==> src/design/inactivity_sleep_controller_defines.svh <==
// Assertion macros used by the top-level file to check its own logic.
`ifndef INACTIVITY_SLEEP_CONTROLLER_DEFINES_SVH
`define INACTIVITY_SLEEP_CONTROLLER_DEFINES_SVH

// A property that must hold in the same cycle as its condition.
`define ISC_ASSERT_NOW(lbl, cond, prop, msg) \
    lbl: assert property (@(posedge clk) disable iff (!rst_n) (cond) |-> (prop)) \
        else $error(msg);

// A property that must hold in the cycle after its condition.
`define ISC_ASSERT_NEXT(lbl, cond, prop, msg) \
    lbl: assert property (@(posedge clk) disable iff (!rst_n) (cond) |=> (prop)) \
        else $error(msg);

`endif

==> src/design/isc_pkg.sv <==
package isc_pkg;

    localparam int HISTORY_DEPTH_DEF = 8;

    localparam int TIME_W    = 32;
    localparam int ACCEL_W   = 16;
    localparam int HEART_W   = 8;
    localparam int SQ_W      = 32;
    localparam int MAG_SUM_W = SQ_W + 2;
    localparam int FLAGS_W   = 3;
    localparam int CFG_IDX_W = 3;
    localparam int CFG_W     = 32;
    localparam int IN_DATA_W  = 96;
    localparam int OUT_DATA_W = 8;

    localparam logic [CFG_W-1:0]   MOTION_THR_RST = 32'd1048576;
    localparam logic [TIME_W-1:0]  CAUTIOUS_RST   = 32'd300000;
    localparam logic [TIME_W-1:0]  DEEP_RST       = 32'd1200000;
    localparam logic [HEART_W-1:0] HEART_HIGH_RST = 8'd150;
    localparam logic [HEART_W-1:0] HEART_LOW_RST  = 8'd40;
    localparam logic [TIME_W-1:0]  PERIOD_RST     = 32'd5000;

    // Bit positions of a history entry's flags.
    localparam int FLAG_FALL_BIT   = 0;
    localparam int FLAG_STRESS_BIT = 1;
    localparam int FLAG_EMERG_BIT  = 2;

    typedef enum logic [1:0] {
        MODE_NONE     = 2'd0,
        MODE_CAUTIOUS = 2'd1,
        MODE_DEEP     = 2'd2
    } mode_t;

    typedef enum logic [1:0] {
        REQ_NONE      = 2'd0,
        REQ_LOW_POWER = 2'd1,
        REQ_NORMAL    = 2'd2
    } req_t;

    typedef enum logic [CFG_IDX_W-1:0] {
        CFG_MOTION_THR = 3'd0,
        CFG_CAUTIOUS   = 3'd1,
        CFG_DEEP       = 3'd2,
        CFG_HEART_HIGH = 3'd3,
        CFG_HEART_LOW  = 3'd4,
        CFG_PERIOD     = 3'd5
    } cfg_idx_t;

    typedef enum logic [2:0] {
        ST_IDLE,
        ST_SQUARE,
        ST_SUM,
        ST_UPDATE,
        ST_DECIDE
    } state_t;

    // Input item, last field in the lowest bits.
    typedef struct packed {
        logic [4:0]                pad;
        logic                      emergency;
        logic                      high_stress;
        logic                      fall_alert;
        logic [HEART_W-1:0]        heart_bpm;
        logic signed [ACCEL_W-1:0] accel_z;
        logic signed [ACCEL_W-1:0] accel_y;
        logic signed [ACCEL_W-1:0] accel_x;
        logic [TIME_W-1:0]         now_ms;
    } in_item_t;

    typedef struct packed {
        logic [1:0] pad;
        logic       history_recorded;
        logic       motion_seen;
        req_t       mode_request;
        mode_t      sleep_mode;
    } out_item_t;

    typedef struct packed {
        logic load;
        logic square;
        logic sum;
        logic update;
        logic decide;
    } cmd_t;

    typedef struct packed {
        logic out_free;
    } status_t;

endpackage

==> src/design/isc_ctrl.sv <==
module isc_ctrl (
    input  logic             clk,
    input  logic             rst_n,
    input  logic             s_tvalid,
    output logic             s_tready,
    input  isc_pkg::status_t status,
    output isc_pkg::cmd_t    cmd
);
    import isc_pkg::*;

    state_t state_reg;
    state_t state_next;

    always_ff @(posedge clk or negedge rst_n)
    begin
        if (!rst_n)
        begin
            state_reg <= ST_IDLE;
        end
        else
        begin
            state_reg <= state_next;
        end
    end

    always_comb
    begin
        state_next = state_reg;
        cmd        = '0;
        s_tready   = 1'b0;
        unique case (state_reg)
            ST_IDLE:
            begin
                s_tready = 1'b1;
                if (s_tvalid)
                begin
                    cmd.load   = 1'b1;
                    state_next = ST_SQUARE;
                end
            end
            ST_SQUARE:
            begin
                cmd.square = 1'b1;
                state_next = ST_SUM;
            end
            ST_SUM:
            begin
                cmd.sum    = 1'b1;
                state_next = ST_UPDATE;
            end
            ST_UPDATE:
            begin
                cmd.update = 1'b1;
                state_next = ST_DECIDE;
            end
            ST_DECIDE:
            begin
                // The result waits here until the output register can take it.
                if (status.out_free)
                begin
                    cmd.decide = 1'b1;
                    state_next = ST_IDLE;
                end
            end
            default:
            begin
                state_next = ST_IDLE;
            end
        endcase
    end

endmodule

==> src/design/isc_datapath.sv <==
module isc_datapath #(
    parameter int HISTORY_DEPTH = isc_pkg::HISTORY_DEPTH_DEF
) (
    input  logic                              clk,
    input  logic                              rst_n,
    input  logic                              cfg_wr_en,
    input  logic [isc_pkg::CFG_IDX_W-1:0]     cfg_index,
    input  logic [isc_pkg::CFG_W-1:0]         cfg_data,
    input  isc_pkg::in_item_t                 in_item,
    input  isc_pkg::cmd_t                     cmd,
    output isc_pkg::status_t                  status,
    output isc_pkg::out_item_t                out_item,
    output logic                              out_valid,
    input  logic                              out_ready
);
    import isc_pkg::*;

    localparam int PTR_W = (HISTORY_DEPTH > 1) ? $clog2(HISTORY_DEPTH) : 1;

    function automatic logic [ACCEL_W-1:0] axis_mag(input logic signed [ACCEL_W-1:0] a);
        logic [ACCEL_W-1:0] neg;
        begin
            neg = ACCEL_W'(-a);
            return a[ACCEL_W-1] ? neg : ACCEL_W'(a);
        end
    endfunction

    // Configuration registers.
    logic [CFG_W-1:0]   motion_thr_reg;
    logic [TIME_W-1:0]  cautious_reg;
    logic [TIME_W-1:0]  deep_reg;
    logic [HEART_W-1:0] heart_high_reg;
    logic [HEART_W-1:0] heart_low_reg;
    logic [TIME_W-1:0]  period_reg;

    always_ff @(posedge clk or negedge rst_n)
    begin
        if (!rst_n)
        begin
            motion_thr_reg <= MOTION_THR_RST;
            cautious_reg   <= CAUTIOUS_RST;
            deep_reg       <= DEEP_RST;
            heart_high_reg <= HEART_HIGH_RST;
            heart_low_reg  <= HEART_LOW_RST;
            period_reg     <= PERIOD_RST;
        end
        else if (cfg_wr_en)
        begin
            unique case (cfg_index)
                CFG_MOTION_THR: motion_thr_reg <= cfg_data;
                CFG_CAUTIOUS:   cautious_reg   <= cfg_data;
                CFG_DEEP:       deep_reg       <= cfg_data;
                CFG_HEART_HIGH: heart_high_reg <= cfg_data[HEART_W-1:0];
                CFG_HEART_LOW:  heart_low_reg  <= cfg_data[HEART_W-1:0];
                CFG_PERIOD:     period_reg     <= cfg_data;
                default:        ;
            endcase
        end
    end

    // Block state.
    mode_t             mode_reg;
    req_t              req_reg;
    logic [TIME_W-1:0] last_motion_reg;
    logic [TIME_W-1:0] last_record_reg;
    logic [PTR_W-1:0]  ptr_reg;
    logic [FLAGS_W-1:0] ring_flags_reg [HISTORY_DEPTH];
    logic [HEART_W-1:0] ring_heart_reg [HISTORY_DEPTH];
    logic [FLAGS_W-1:0] item_flags;

    // Item and intermediate registers.
    in_item_t         item_reg;
    logic [SQ_W-1:0]  sq_x_reg;
    logic [SQ_W-1:0]  sq_y_reg;
    logic [SQ_W-1:0]  sq_z_reg;
    logic             motion_reg;
    logic             record_reg;
    logic [MAG_SUM_W-1:0] mag_sum;
    logic [ACCEL_W-1:0]   mag_x;
    logic [ACCEL_W-1:0]   mag_y;
    logic [ACCEL_W-1:0]   mag_z;

    assign mag_x   = axis_mag(item_reg.accel_x);
    assign mag_y   = axis_mag(item_reg.accel_y);
    assign mag_z   = axis_mag(item_reg.accel_z);
    assign mag_sum = MAG_SUM_W'(sq_x_reg) + MAG_SUM_W'(sq_y_reg) + MAG_SUM_W'(sq_z_reg);

    always_ff @(posedge clk)
    begin
        if (cmd.load)
        begin
            item_reg <= in_item;
        end
        if (cmd.square)
        begin
            sq_x_reg <= SQ_W'(mag_x) * SQ_W'(mag_x);
            sq_y_reg <= SQ_W'(mag_y) * SQ_W'(mag_y);
            sq_z_reg <= SQ_W'(mag_z) * SQ_W'(mag_z);
        end
        if (cmd.sum)
        begin
            motion_reg <= mag_sum > MAG_SUM_W'(motion_thr_reg);
            record_reg <= (item_reg.now_ms - last_record_reg) > period_reg;
        end
    end

    assign item_flags[FLAG_FALL_BIT]   = item_reg.fall_alert;
    assign item_flags[FLAG_STRESS_BIT] = item_reg.high_stress;
    assign item_flags[FLAG_EMERG_BIT]  = item_reg.emergency;

    // Decision logic on the state after the update.
    logic [HISTORY_DEPTH-1:0] entry_bad;
    logic                     history_clear;
    logic [TIME_W-1:0]        idle_ms;
    mode_t                    mode_mid;
    mode_t                    mode_final;
    req_t                     req_final;

    always_comb
    begin
        for (int i = 0; i < HISTORY_DEPTH; i++)
        begin
            entry_bad[i] = (|ring_flags_reg[i])
                || (ring_heart_reg[i] > heart_high_reg)
                || ((ring_heart_reg[i] != '0) && (ring_heart_reg[i] < heart_low_reg));
        end
    end

    assign history_clear = ~|entry_bad;
    assign idle_ms       = item_reg.now_ms - last_motion_reg;

    always_comb
    begin
        mode_mid  = mode_reg;
        req_final = req_reg;
        if ((idle_ms > cautious_reg) && (mode_reg == MODE_NONE) && history_clear)
        begin
            mode_mid  = MODE_CAUTIOUS;
            req_final = REQ_LOW_POWER;
        end
        mode_final = mode_mid;
        if ((idle_ms > deep_reg) && (mode_mid == MODE_CAUTIOUS) && history_clear)
        begin
            mode_final = MODE_DEEP;
        end
    end

    always_ff @(posedge clk or negedge rst_n)
    begin
        if (!rst_n)
        begin
            mode_reg        <= MODE_NONE;
            req_reg         <= REQ_NONE;
            last_motion_reg <= '0;
            last_record_reg <= '0;
            ptr_reg         <= '0;
            for (int i = 0; i < HISTORY_DEPTH; i++)
            begin
                ring_flags_reg[i] <= '0;
                ring_heart_reg[i] <= '0;
            end
        end
        else
        begin
            if (cmd.update)
            begin
                req_reg <= REQ_NONE;
                if (motion_reg)
                begin
                    last_motion_reg <= item_reg.now_ms;
                    if (mode_reg != MODE_NONE)
                    begin
                        mode_reg <= MODE_NONE;
                        req_reg  <= REQ_NORMAL;
                    end
                end
                if (record_reg)
                begin
                    ring_flags_reg[ptr_reg] <= item_flags;
                    ring_heart_reg[ptr_reg] <= item_reg.heart_bpm;
                    last_record_reg         <= item_reg.now_ms;
                    ptr_reg <= (ptr_reg == PTR_W'(HISTORY_DEPTH - 1)) ? '0 : ptr_reg + 1'b1;
                end
            end
            if (cmd.decide)
            begin
                mode_reg <= mode_final;
            end
        end
    end

    // Output register: holds one result until its transfer completes.
    logic      out_valid_reg;
    out_item_t out_item_reg;

    always_ff @(posedge clk or negedge rst_n)
    begin
        if (!rst_n)
        begin
            out_valid_reg <= 1'b0;
        end
        else if (cmd.decide)
        begin
            out_valid_reg <= 1'b1;
        end
        else if (out_ready)
        begin
            out_valid_reg <= 1'b0;
        end
    end

    always_ff @(posedge clk)
    begin
        if (cmd.decide)
        begin
            out_item_reg.pad              <= '0;
            out_item_reg.history_recorded <= record_reg;
            out_item_reg.motion_seen      <= motion_reg;
            out_item_reg.mode_request     <= req_final;
            out_item_reg.sleep_mode       <= mode_final;
        end
    end

    assign status.out_free = !out_valid_reg || out_ready;
    assign out_valid       = out_valid_reg;
    assign out_item        = out_item_reg;

endmodule

==> src/design/inactivity_sleep_controller.sv <==
// Inactivity sleep controller. One update is taken at a time and its single
// result leaves after these steps in order: the input accept, then the axis
// squaring, the magnitude sum and threshold compare, the state and history
// update, and the sleep decision, which the controller steps through in this
// fixed order. The decision stage waits while the output register still
// holds a result that has not been taken, and a new input is taken only
// once the decision is out. Reset clears the whole history ring at once,
// so the block is ready straight after it.
// Configuration writes take effect at once and are meant for idle periods.
`include "inactivity_sleep_controller_defines.svh"

module inactivity_sleep_controller #(
    parameter int HISTORY_DEPTH = isc_pkg::HISTORY_DEPTH_DEF
) (
    input  logic                               clk,
    input  logic                               rst_n,
    input  logic                               cfg_wr_en,
    input  logic [isc_pkg::CFG_IDX_W-1:0]      cfg_index,
    input  logic [isc_pkg::CFG_W-1:0]          cfg_data,
    input  logic                               s_tvalid,
    output logic                               s_tready,
    // now_ms[31:0], accel_x[47:32], accel_y[63:48], accel_z[79:64],
    // heart_bpm[87:80], fall_alert[88], high_stress[89], emergency[90]
    input  logic [isc_pkg::IN_DATA_W-1:0]      s_tdata,
    output logic                               m_tvalid,
    input  logic                               m_tready,
    // sleep_mode[1:0], mode_request[3:2], motion_seen[4], history_recorded[5]
    output logic [isc_pkg::OUT_DATA_W-1:0]     m_tdata
);
    import isc_pkg::*;

    cmd_t      cmd;
    status_t   status;
    out_item_t out_item;

    isc_ctrl u_ctrl (
        .clk      (clk),
        .rst_n    (rst_n),
        .s_tvalid (s_tvalid),
        .s_tready (s_tready),
        .status   (status),
        .cmd      (cmd)
    );

    isc_datapath #(
        .HISTORY_DEPTH (HISTORY_DEPTH)
    ) u_datapath (
        .clk       (clk),
        .rst_n     (rst_n),
        .cfg_wr_en (cfg_wr_en),
        .cfg_index (cfg_index),
        .cfg_data  (cfg_data),
        .in_item   (in_item_t'(s_tdata)),
        .cmd       (cmd),
        .status    (status),
        .out_item  (out_item),
        .out_valid (m_tvalid),
        .out_ready (m_tready)
    );

    assign m_tdata = OUT_DATA_W'(out_item);

    `ISC_ASSERT_NEXT(a_one_at_a_time, s_tvalid && s_tready, !s_tready,
        "input taken while an update is still in progress")
    `ISC_ASSERT_NOW(a_mode_legal, m_tvalid, out_item.sleep_mode != 2'd3,
        "sleep mode holds an unused code")
    `ISC_ASSERT_NOW(a_low_power_sleeps, m_tvalid && out_item.mode_request == REQ_LOW_POWER,
        out_item.sleep_mode != MODE_NONE && !out_item.motion_seen,
        "low-power request without entering sleep")
    `ISC_ASSERT_NOW(a_wake_on_motion, m_tvalid && out_item.mode_request == REQ_NORMAL,
        out_item.sleep_mode == MODE_NONE && out_item.motion_seen,
        "normal-mode request without motion wake-up")

endmodule
==> config.mk <==
export PLATFORM = sky130hd
export DESIGN_NAME = inactivity_sleep_controller
export DESIGN_NICKNAME = d
export VERILOG_FILES = /design/src/design/isc_pkg.sv /design/src/design/isc_ctrl.sv /design/src/design/isc_datapath.sv /design/src/design/inactivity_sleep_controller.sv
export VERILOG_INCLUDE_DIRS = /design/src /design/src/design
export SDC_FILE = /design/constraint.sdc
export NUM_CORES = 2
export LEC_CHECK = 0
export ABC_CLOCK_PERIOD_IN_PS = 8600
export BUFFER_PORTS_ARGS = -buffer_cell sky130_fd_sc_hd__buf_2
export CAP_MARGIN = 25
export CORE_MARGIN = 2
export CORE_UTILIZATION = 50
export CTS_BUF_LIST = sky130_fd_sc_hd__clkbuf_8
export DETAILED_ROUTE_END_ITERATION = 10
export PLACE_DENSITY = 0.69
export RECOVER_POWER = 100
export SYNTH_ARGS = -nofsm -noshare
export SYNTH_HDL_FRONTEND = slang
export SYNTH_SLANG_ARGS = --single-unit
==> constraint.sdc <==
create_clock -name clk -period 8.6 [get_ports clk]
set_input_delay 0.43 -clock clk [delete_from_list [all_inputs] [get_ports clk]]
set_output_delay 0.43 -clock clk [all_outputs]
set_load 0.01 [all_outputs]
# After elaboration in Yosys (flattened, before gate mapping)
# Cells that the tools add are included.
# W data, S select, Z words.
[word_totals]
elab_cells = 191
regBits = 502
latch_bits = 0
n_memories = 0
inputBits = 136
mem_bits_rw = 0
output_inout_bits = 10
rom_bits = 0
[op_classes]
multipliers = 3
n_reduce_logical = 67
add_sub_neg = 8
shift = 0
div = 0
n_lt_le_gt_ge = 22
n_bitwise = 1
n_eq_ne = 13
muxes = 31
[op_table]
columns = ["operator", "count"]
rows = [
  ["$gt A32 B32 Y1", 3],
  ["$mul A16 B16 Y32", 3],
  ["$bwmux W64", 1],
  ["$gt A8 B8 Y1", 8],
  ["$lt A8 B8 Y1", 8],
  ["$reduce_bool A8 Y1", 8],
  ["$sub A32 B32 Y32", 2],
  ["$mux W16", 3],
  ["$neg A16 Y16", 3],
  ["$add A34 B32 Y34", 1],
  ["$gt A34 B32 Y1", 1],
  ["$add A32 B32 Y33", 1],
  ["$bwmux W24", 1],
  ["$demux W8 S3", 1],
  ["$reduce_or A3 Y1", 8],
  ["$reduce_and A2 Y1", 9],
  ["$logic_or A1 B1 Y1", 17],
  ["$mux W2", 8],
  ["$pmux W3 S5", 1],
  ["$logic_and A1 B1 Y1", 13],
  ["$eq A3 B2 Y1 const B", 4],
  ["$eq A3 B3 Y1 const B", 4],
  ["$mux W3", 4],
  ["$mux W1", 10],
  ["other kinds (15)", 23],
]

# Logic depth before layout (Yosys ltp)
[logic_depth]
word_depth = 12
ltp_mapped = 34
ltp_nobuf = 33

# By module
# A second synthesis with hierarchy kept.
[hier_totals]
cells_unflattened = 4914
area_unflattened_um2 = 49678.9
[by_module_without_submodules]
columns = ["mod", "seq_area_each_um2", "n_inst", "cells_per_inst", "area_each_um2"]
rows = [
  ["isc_datapath", 13382.8, 1, 4895, 49480.0],
  ["isc_ctrl", 75.1, 1, 19, 198.9],
]

# Worst setup path after synthesis
# Ideal clock, no wire load.
[synth_timing]
path_kind = "register to register"
start = "reg u_datapath.item_reg[48] (netlist name)"
end = "reg u_datapath.sq_y_reg[31], data pin"
required_ps = 8340
arrival_ps = 8467
synth_period_minus_slack_ps = 8727
stages_incl_launch_ff = 34
n_path_buf = 1
path_slack_ps = -127
cell_sequence = "edfxtp_1 inv_1 clkbuf_1 ha_1 nand2_1 or3_1 or2_2 o21ai_0 xor2_1 clkinv_1 nand2_1 inv_1 fa_1 inv_1 fa_1 inv_1 fa_1 inv_1 fa_1 inv_1 fa_1 inv_1 fa_1 inv_1 ha_1 inv_2 or3_1 or3_1 a211oi_2 a2111oi_0 or3_1 nand4_1 a21oi_1 xnor2_1"
[synth_via]
elab_chain_cells = 3
[synth_lines]
columns = ["item", "line_no", "rtl"]
rows = [
  ["start, declared", "isc_datapath.sv:72", "in_item_t item_reg;"],
  ["start signal, assigned", "isc_datapath.sv:92", "item_reg <= in_item;"],
  ["$neg A16 Y16", "isc_datapath.sv:23", "neg = ACCEL_W'(-a);"],
  ["$mux W16 *", "isc_datapath.sv:24", "return a[ACCEL_W-1] ? neg : ACCEL_W'(a);"],
  ["$mul A16 B16 Y32 *", "isc_datapath.sv:97", "sq_y_reg <= SQ_W'(mag_y) * SQ_W'(mag_y);"],
  ["end signal, assigned", "isc_datapath.sv:97", ""],
  ["end, declared", "isc_datapath.sv:74", "logic [SQ_W-1:0] sq_y_reg;"],
]
# Every way passes the cells marked *; elsewhere a longest branch is shown, timed or not.
# A chain may end at the register's enable or synchronous reset.

# Final worst setup path
[layout_timing]
start = "reg u_datapath.item_reg[32] (netlist name)"
end = "reg u_datapath.sq_x_reg[25], data pin"
[layout_via]
elab_chain_cells = 3
[layout_lines]
columns = ["item", "line_no", "rtl"]
rows = [
  ["$neg A16 Y16", "isc_datapath.sv:23", ""],
  ["$mux W16 *", "isc_datapath.sv:24", ""],
  ["$mul A16 B16 Y32 *", "isc_datapath.sv:96", "sq_x_reg <= SQ_W'(mag_x) * SQ_W'(mag_x);"],
  ["end signal, assigned", "isc_datapath.sv:96", ""],
  ["end, declared", "isc_datapath.sv:73", "logic [SQ_W-1:0] sq_x_reg;"],
]
# Marks and branches as above.

==> metrics <==
status=finished, violations left; failing checks=max-capacitance violations, max-slew violations; worst hold path type=in2reg; Setup Skew=35.6 ps; antenna violations before repair=1; post-synthesis sequential area ratio=between 20% and 30%; CP most frequent cell=fa_1; slowest cell delay on critical path=approximately 570 ps; die area=between 0.1 and 0.15 mm2; # DRC=0; Crit. Startpoint=u_datapath.item_reg[32]$_DFFE_PP_; Max Slew Vio Count=753; die span in x=322 um; reg2reg path depth=28; crit end category=register; clk buf depth=3; number of enable flip-flop cells after synthesis=192; DRT antenna net count=0; largest net degree at the start of global routing=116; IO Pins=146; max reg flops=88; count of input and output buffers=138; Total GRT Usage=23.0%; post-route minimum period=approximately 8300 ps; Async SR Flop Fraction=61.4%; vias in the first global route=38000; Routed WL=116000 um; multi-input logic area=roughly 0.033 mm2; Die Ht=322 um; Layout area overhead=11.4%; Root Driver=clkbuf_8; most common cell after layout, fill and taps aside=inv_1; final hold vios=0; detail-routed via count per cell=roughly 5.3; end of the worst register-to-register path=u_datapath.sq_x_reg[25]$_DFFE_PP_; Req. time, crit path=9210 ps; Sink Count=approximately 500; nets=6853; met3 wire len=5240 um; Initial Utilization=50.5%; Worst-Margin Slew=6380 ps; first-pass GRT wire length=192000 um; Rows=116; CTS tree=done; Synth Instances=5171; post-synthesis cell area=0.0505 mm2; register area=0.0135 mm2; number of fill cells in the layout=8864; ys flop type=dfrtp_1; vias=about 37000; HPWL Detailed=91500 um; Worst Path Class, Setup=reg2reg; clk slew on worst S/H paths=60 ps; Relative slew margins=-325%; crit path DAT=8860 ps; Critical Path End=u_datapath.sq_x_reg[25]$_DFFE_PP_; routed wl met2=56100 um; flop-to-flop setup slack=roughly 350 ps; layout cells sized above 1=about a tenth; Achievable Freq=between 100 and 150 MHz; DR top layer=met4; Final GP Congestion=between 0.8 and 0.9; most frequent cells in the layout=inv_1, ha_1, fa_1; Yosys reg bits=498; Worst-Skew Late Latency=760 ps; CTS Buf Count=90; Final setup viols=0; Max-Cap Viols=12; synth warn=0; final global-route overflow total=0; initial DRC count=1998; crit start category=register; reg2reg start=u_datapath.item_reg[32]$_DFFE_PP_; WL per Instance=between 15 and 20 um; Slowest-stage cell, CP=edfxtp_1; first drt pass iteration count=5; Core Box Area=0.100 mm2; H-tree depth=3; worst-path fanout max=10; Final Util=56.2%; Syn Area/Cell=9.78 um2; final worst path period share=roughly 96%; M1 WL=about 50000 um; Yosys cell types=85
per-layer routing:
layer  track usage (%)  vias up
met3              2.82      217
met1              30.3    18000
met4              6.98        0
met5                 0        -
li1                  -    17900
met2              39.7      785
through the flow:
step | setup WS [ps] | TNS, ps | cells | instance area [um2] | hold slack, ps
final | 349 | 0 | 6927 | 56300 | 82.7
after floorplan | 85.6 | 0 | 5204 | 50700 | 134
after global placement | 252 | 0 | 6630 | 53300 | 463
after detailed placement | 132 | 0 | 6630 | 53300 | 470
after CTS | 125 | 0 | 6922 | 56400 | 44.4
after global routing | -0.0160 | -0.0160 | 6927 | 56300 | 72.5
critical path, delay by kind of cell (launching register included):
family	cells	cell delay [ps]
AND/OR/NAND/NOR	7	1480
adder cells (fa/ha/maj)	7	3310
buffers and inverters	5	510
flip-flops	1	570
XOR/XNOR	1	390
AO/OA/AOI/OAI	8	1850
cell usage after synthesis (6+ instances only):
master | count | area, um2
clkinv_1 | 16 | 60.1
or3_1 | 24 | 150
dfrtp_1 | 278 | 6960
or2_2 | 10 | 62.6
o21ai_0 | 269 | 1350
and3_1 | 7 | 43.8
inv_1 | 949 | 3560
xor2_1 | 83 | 727
a211oi_1 | 31 | 233
a211o_1 | 6 | 52.6
o211ai_1 | 19 | 143
o2111ai_1 | 8 | 70.1
nand2_1 | 460 | 1730
nor2b_1 | 45 | 282
nand4_1 | 66 | 413
o21bai_1 | 24 | 180
a31oi_1 | 16 | 100
o22ai_1 | 7 | 43.8
nand2b_1 | 49 | 307
nor2_1 | 300 | 1130
clkbuf_1 | 86 | 323
o31ai_1 | 17 | 128
nor3_1 | 51 | 255
nor4_1 | 26 | 163
a21boi_0 | 7 | 52.6
o41ai_1 | 7 | 61.3
o21a_1 | 46 | 345
edfxtp_1 | 192 | 5770
ha_1 | 670 | 8380
a21o_1 | 148 | 1110
fa_1 | 494 | 9890
xnor2_1 | 167 | 1460
nor4_2 | 6 | 75.1
dfstp_2 | 28 | 736
and2_1 | 17 | 106
nand3_1 | 49 | 245
a21oi_1 | 224 | 1120
mux2_2 | 160 | 1800
cell type report:
| class | count | share of cell area [%] |
|---|---|---|
| Antenna cell | 1 | 0.00444 |
| Clock buffer | 100 | 2.44 |
| Clock inverter | 67 | 0.840 |
| Inverter | 970 | 6.47 |
| Multi-Input combinational cell | 3644 | 59.1 |
| Sequential cell | 498 | 23.9 |
| Tap cell | 1298 | 2.88 |
| Timing Repair Buffer | 349 | 4.41 |
worst min path at each step:
| stage | from | to | slack [ps] | depth (start not counted) |
|---|---|---|---|---|
| 6_report | m_tready | u_datapath.out_valid$_DFFE_PN0P_ | 80 | 3 |
| 3_5_place_dp | u_datapath.record_reg$_DFFE_PP_ | u_datapath.out_item[5]$_DFFE_PP_ | 470 | 0 |
| 2_1_floorplan | rst_n | u_ctrl.state_reg[0]$_DFFE_PN0P_ | 130 | 0 |
| 3_3_place_gp | u_datapath.req_reg[1]$_DFFE_PN0N_ | u_datapath.req_reg[1]$_DFFE_PN0N_ | 460 | 2 |
| 4_1_cts | m_tready | u_datapath.out_valid$_DFFE_PN0P_ | 40 | 3 |
| 5_1_grt | m_tready | u_datapath.out_valid$_DFFE_PN0P_ | 70 | 3 |
cells by family (layout without fill, tap and decap cells):
logic type      after synthesis  count (layout)  share of synthesized area [%]
fa+ha+maj                  1164            1164                           36.1
simple gates               1142            1142                           10.3
buf+inv                    1062            1486                           7.91
compound gates              892             892                           11.0
flops                       498             498                           26.6
xor+xnor                    250             250                           4.33
mux                         161             161                           3.58
other cells                   2              36                         0.0149
what timing repair did:
| item | CTS | global route |
|---|---|---|
| resized for setup | 0 | 17 |
| endpoints found under the setup margin | 0 | 12 |
| setup buffers | 0 | 4 |
| hold endpoints to repair | 293 | 0 |
| hold buffers | 125 | 0 |
Power is left out: the tool's default activity adds up to more than one toggle a clock period on the data nets, which glitch-free logic cannot reach.
